[config.mk]
export PLATFORM = sky130hd
export DESIGN_NAME = srpt_ram
export DESIGN_NICKNAME = d
export VERILOG_FILES = /design/src/sv/srpt_ram.sv
export SDC_FILE = /design/constraint.sdc
export NUM_CORES = 1
export LEC_CHECK = 0
export BUFFER_PORTS_ARGS = -buffer_cell sky130_fd_sc_hd__clkbuf_2
export CORE_MARGIN = 3
export CORE_UTILIZATION = 55
export DETAILED_ROUTE_END_ITERATION = 16
export GPL_ROUTABILITY_DRIVEN = 0
export PLACE_DENSITY = 0.68
export SLEW_MARGIN = 40
export SYNTH_ARGS = -nofsm -noshare
export SYNTH_HDL_FRONTEND = slang
export SYNTH_SLANG_ARGS = --single-unit
[constraint.sdc]
create_clock -name clock -period 2.3 [get_ports clock]
set_input_delay 0.23 -clock clock [delete_from_list [all_inputs] [get_ports clock]]
set_output_delay 0.23 -clock clock [all_outputs]
set_load 0.02 [all_outputs]
[src/sv/srpt_ram.sv]
`timescale 1ns / 1ps
`default_nettype none

module srpt_ram #(
   parameter int WIDTH = 8,
   parameter int DEPTH = 32
) (
   input  wire logic                     clock,
   input  wire logic                     wr_en,
   input  wire logic [$clog2(DEPTH)-1:0] wr_addr,
   input  wire logic [WIDTH-1:0]         wr_data,
   input  wire logic [$clog2(DEPTH)-1:0] rd_addr,
   output      logic [WIDTH-1:0]         rd_data
);

   logic [WIDTH-1:0] mem [DEPTH];

   // one write port, registered read port
   always_ff @(posedge clock) begin
      if (wr_en) begin
         mem[wr_addr] <= wr_data;
      end
      rd_data <= mem[rd_addr];
   end

endmodule

`default_nettype wire

==> results summary <==
Across the run, the number of max-cap violations was 0. The total of flip-flops plus latches after synthesis is 264. The overflow left after global routing came out at 0. The internal power component came out at about 8.0 mW. IR analysis of the VDD net gives a maximum drop of 0.664 mV.

The HPWL after detailed placement came out at ~13 mm. The sequential group share of total power is 53.7%. The antenna violation net count after detailed routing is 0. The deepest level of the CTS H-tree is 1. The final layout contains routed wiring with a total length of 20.5 mm. The port buffer count is 27.

The worst path meets setup with 0.452 ns of slack. Yosys mapped a number of flops with a built-in enable equal to 256. Setup repair after global routing left no endpoint under its margin. The post-route worst hold slack came out at 0.223 ns. TritonCTS built the clock tree. In this run, the number of DRC markers left after iteration 0 of detailed routing was 531. The count of final hold-check violations came to 0. The die outline area is 19900 um2. The fraction of power consumed by the clock network is 41.0%. Counting along the longest clock path gives a buffer depth of 3. The synthesized netlist cell count came out at 417. The net count of the mapped netlist came out at 437.

The pre-CTS setup slack came out at 0.186 ns. The TritonCTS buffer count is 27. In this run the cell area of the synthesized design comes to 10100 um2.

The later pin in the worst-skew pair is clocked with a latency of slightly above 0.5 ns. The fraction of the core area covered by cells at the end of the flow is 65.8%. The worst-margin pin slew came out at roughly 0.74 ns. The final worst-path cycle share came out at 80.4%. The count of hold buffers inserted by post-cts repair came out at 0. The total setup buffers inserted after CTS came out at 0. Counting stages on the worst path, the most repeated cell is mux4_2. The number of antenna violations at the first check in global routing came out at 0. The detailed-route vias per instance came out at slightly above 6.

The critical path goes through mux4_2 > mux4_2 > mux2_2. The tightest min-delay check is of the in -> reg type. The netlist uses 15 different library cells.

The accumulated negative setup slack came out at 0 ns. The standard cell core area came out at 17600 um2. In this run, the combinational gates consume 5.3% of the power. The floorplan step set the die height to approximately 140 um.

The number of setup violations in the final report came out at 0. The fraction of final layout cells sized beyond drive strength 1 came out at 36.9%. The run finished with clean final reports. In this run the static leakage power is 3.72 nW. The first-pass detailed-route iteration total is 5. For this block, the via count after detailed routing is roughly 4600. The remaining routing DRC violations came out at 0. STA puts the critical path data required time at around 2.7 ns. The count of pins on the block boundary came out at 28. Entering global routing, the biggest net connects 49 pins. The number of cells in the finished layout apart from fillers came out at between 700 and 800. The tree built by TritonCTS fans out to 264 sinks. The critical path class is reg -> reg. The global-route total usage across every layer is 21.8%. STA classifies the critical path endpoint as a flop. The first-pass GRT wire length is between 30 and 40 mm. 0 antenna diodes ended up in the layout.

The worst setup path is launched from a flop. The most used flip-flop cell after synthesis is edfxtp_1. The max-slew violation count came out at 0. In the final routed layout, each cell accounts on average for 27.8 um. For the finished layout, the period the worst path requires is 1.85 ns. The power density over cell area came out at 866 nW/um2. After clock tree synthesis, the clock-pin slew on the worst setup and hold paths is 0.06 ns.

For this configuration, the core starts out at a cell density of 57.1%. Of the synthesized area, sequential elements account for 78.1%. The longest individual stage delay on the worst path is 0.53 ns.

The multi-input combinational cells in the finished layout cover a total of between 2000 and 2500 um2. The net count reported at finish came out at 512. Counting tap cells, the placed design contains a total of 688 instances. The average footprint of a synthesized cell is about 24 um2. The count of fill cells added during filler insertion came out at 1137. Along the worst path, the maximum fanout reaches 1. The standard-cell row count is 48. The remaining max-slew budget at the tightest pin came out at between 50% and 60%. The worst clock skew is 0.00688 ns. The net switching component of the power came out at 1.98 mW. The post-cts repair resize count is 0. The net switching share of the total power came out at 19.7%.

The via count of the first global-routing pass is 4747. For the worst setup path, the data arrival time is 2.25 ns. The sequential cell area in the final layout is 7850 um2. In this run the horizontal extent of the chip is around 140 um. Counting flops with an async set or reset pin after synthesis yields a share of 0%. The cell with the largest stage delay on the worst path is mux4_2. The area growth from synthesis to final layout came out at 15.1%. CTS placed an instance of clkbuf_16 at the clock tree root.

The top achievable clock speed is 541 MHz. The synthesis warning total came out at 0.
-- synthesized netlist by cell type (2+ instances only) --
cell,instances,area [um2]
buf_1,6,22.5
clkbuf_1,6,22.5
buf_4,6,45.0
edfxtp_1,256,7690
nand3_1,2,10.0
mux2_2,8,90.1
or3b_2,3,26.3
nor2_1,33,124
mux4_2,80,1800
nand3b_1,5,37.5
dfxtp_1,8,160
-- final timing paths --
| check | startpoint | to | slack (ns) | cells past startpoint |
|---|---|---|---|---|
| max | mem[12][7] | rd_data[7] | 0.45 | 3 |
| min | rd_addr[3] | rd_data[3] | 0.22 | 2 |
| max reg2reg | mem[12][7] | rd_data[7] | 0.45 | 3 |
| min reg2reg | mem[21][1] | rd_data[1] | 0.91 | 3 |
-- flip-flops by register name, indices dropped and copies added, names as in the netlist --
name     cells
mem        256
rd_data      8
-- final cells by class --
class | count | area share (%)
Clock buffer | 31 | 5.97
Multi-Input combinational cell | 133 | 18.1
Clock inverter | 18 | 1.29
Sequential cell | 264 | 67.8
Tap cell | 225 | 2.43
Timing Repair Buffer | 66 | 4.37
-- metrics by stage --
stage / cell area, um2 / power, mW
after detailed placement: 10700 / 6.03
after global routing: 11600 / 10.4
after global placement: 10700 / 6.01
after floorplan: 10100 / 5.77
after CTS: 11600 / 10.1
final: 11600 / 10.0
-- kinds of logic after synthesis --
family / after synthesis / synth area share (%)
buffers and inverters: 20 / 1.06
DFF: 264 / 78.1
and+or+nand+nor: 45 / 2.07
muxes: 88 / 18.8
-- cells in the final DEF (no fill, tap or decap) --
master,netlist,routed
clkbuf_2,0,26
clkinv_2,0,2
clkbuf_1,6,4
clkbuf_16,0,27
dfxtp_1,8,8
nor2_1,33,33
clkinv_1,0,13
nand2_1,1,1
mux2_2,8,8
nand3b_1,5,5
buf_12,0,6
bufinv_16,0,3
buf_4,6,34
edfxtp_1,256,256
or3b_2,3,3
mux4_2,80,80
nand3_1,2,2
or3_1,1,1
-- power groups by stage --
stage | logic [mW] | clock network, mW | registers, mW
floorplan | 0.285 | 0 | 5.49
global placement | 0.531 | 0 | 5.48
detailed placement | 0.546 | 0 | 5.48
CTS | 0.548 | 4.18 | 5.38
global route | 0.576 | 4.43 | 5.38
finish | 0.534 | 4.11 | 5.38
-- worst max-delay path, delay by kind of cell (launching register included) --
family,cells,cell delay (ns)
muxes,3,1.34
DFF,1,0.40
-- routing by layer --
layer	GRT usage, %	vias up	share of wire, %
li1	-	1926	-
met1	34.1	2431	43
met2	33.2	176	48
met3	4.14	22	7.8
met4	3.93	0	1.6
met5	0	-	0
(Power assumes the default switching activity.)
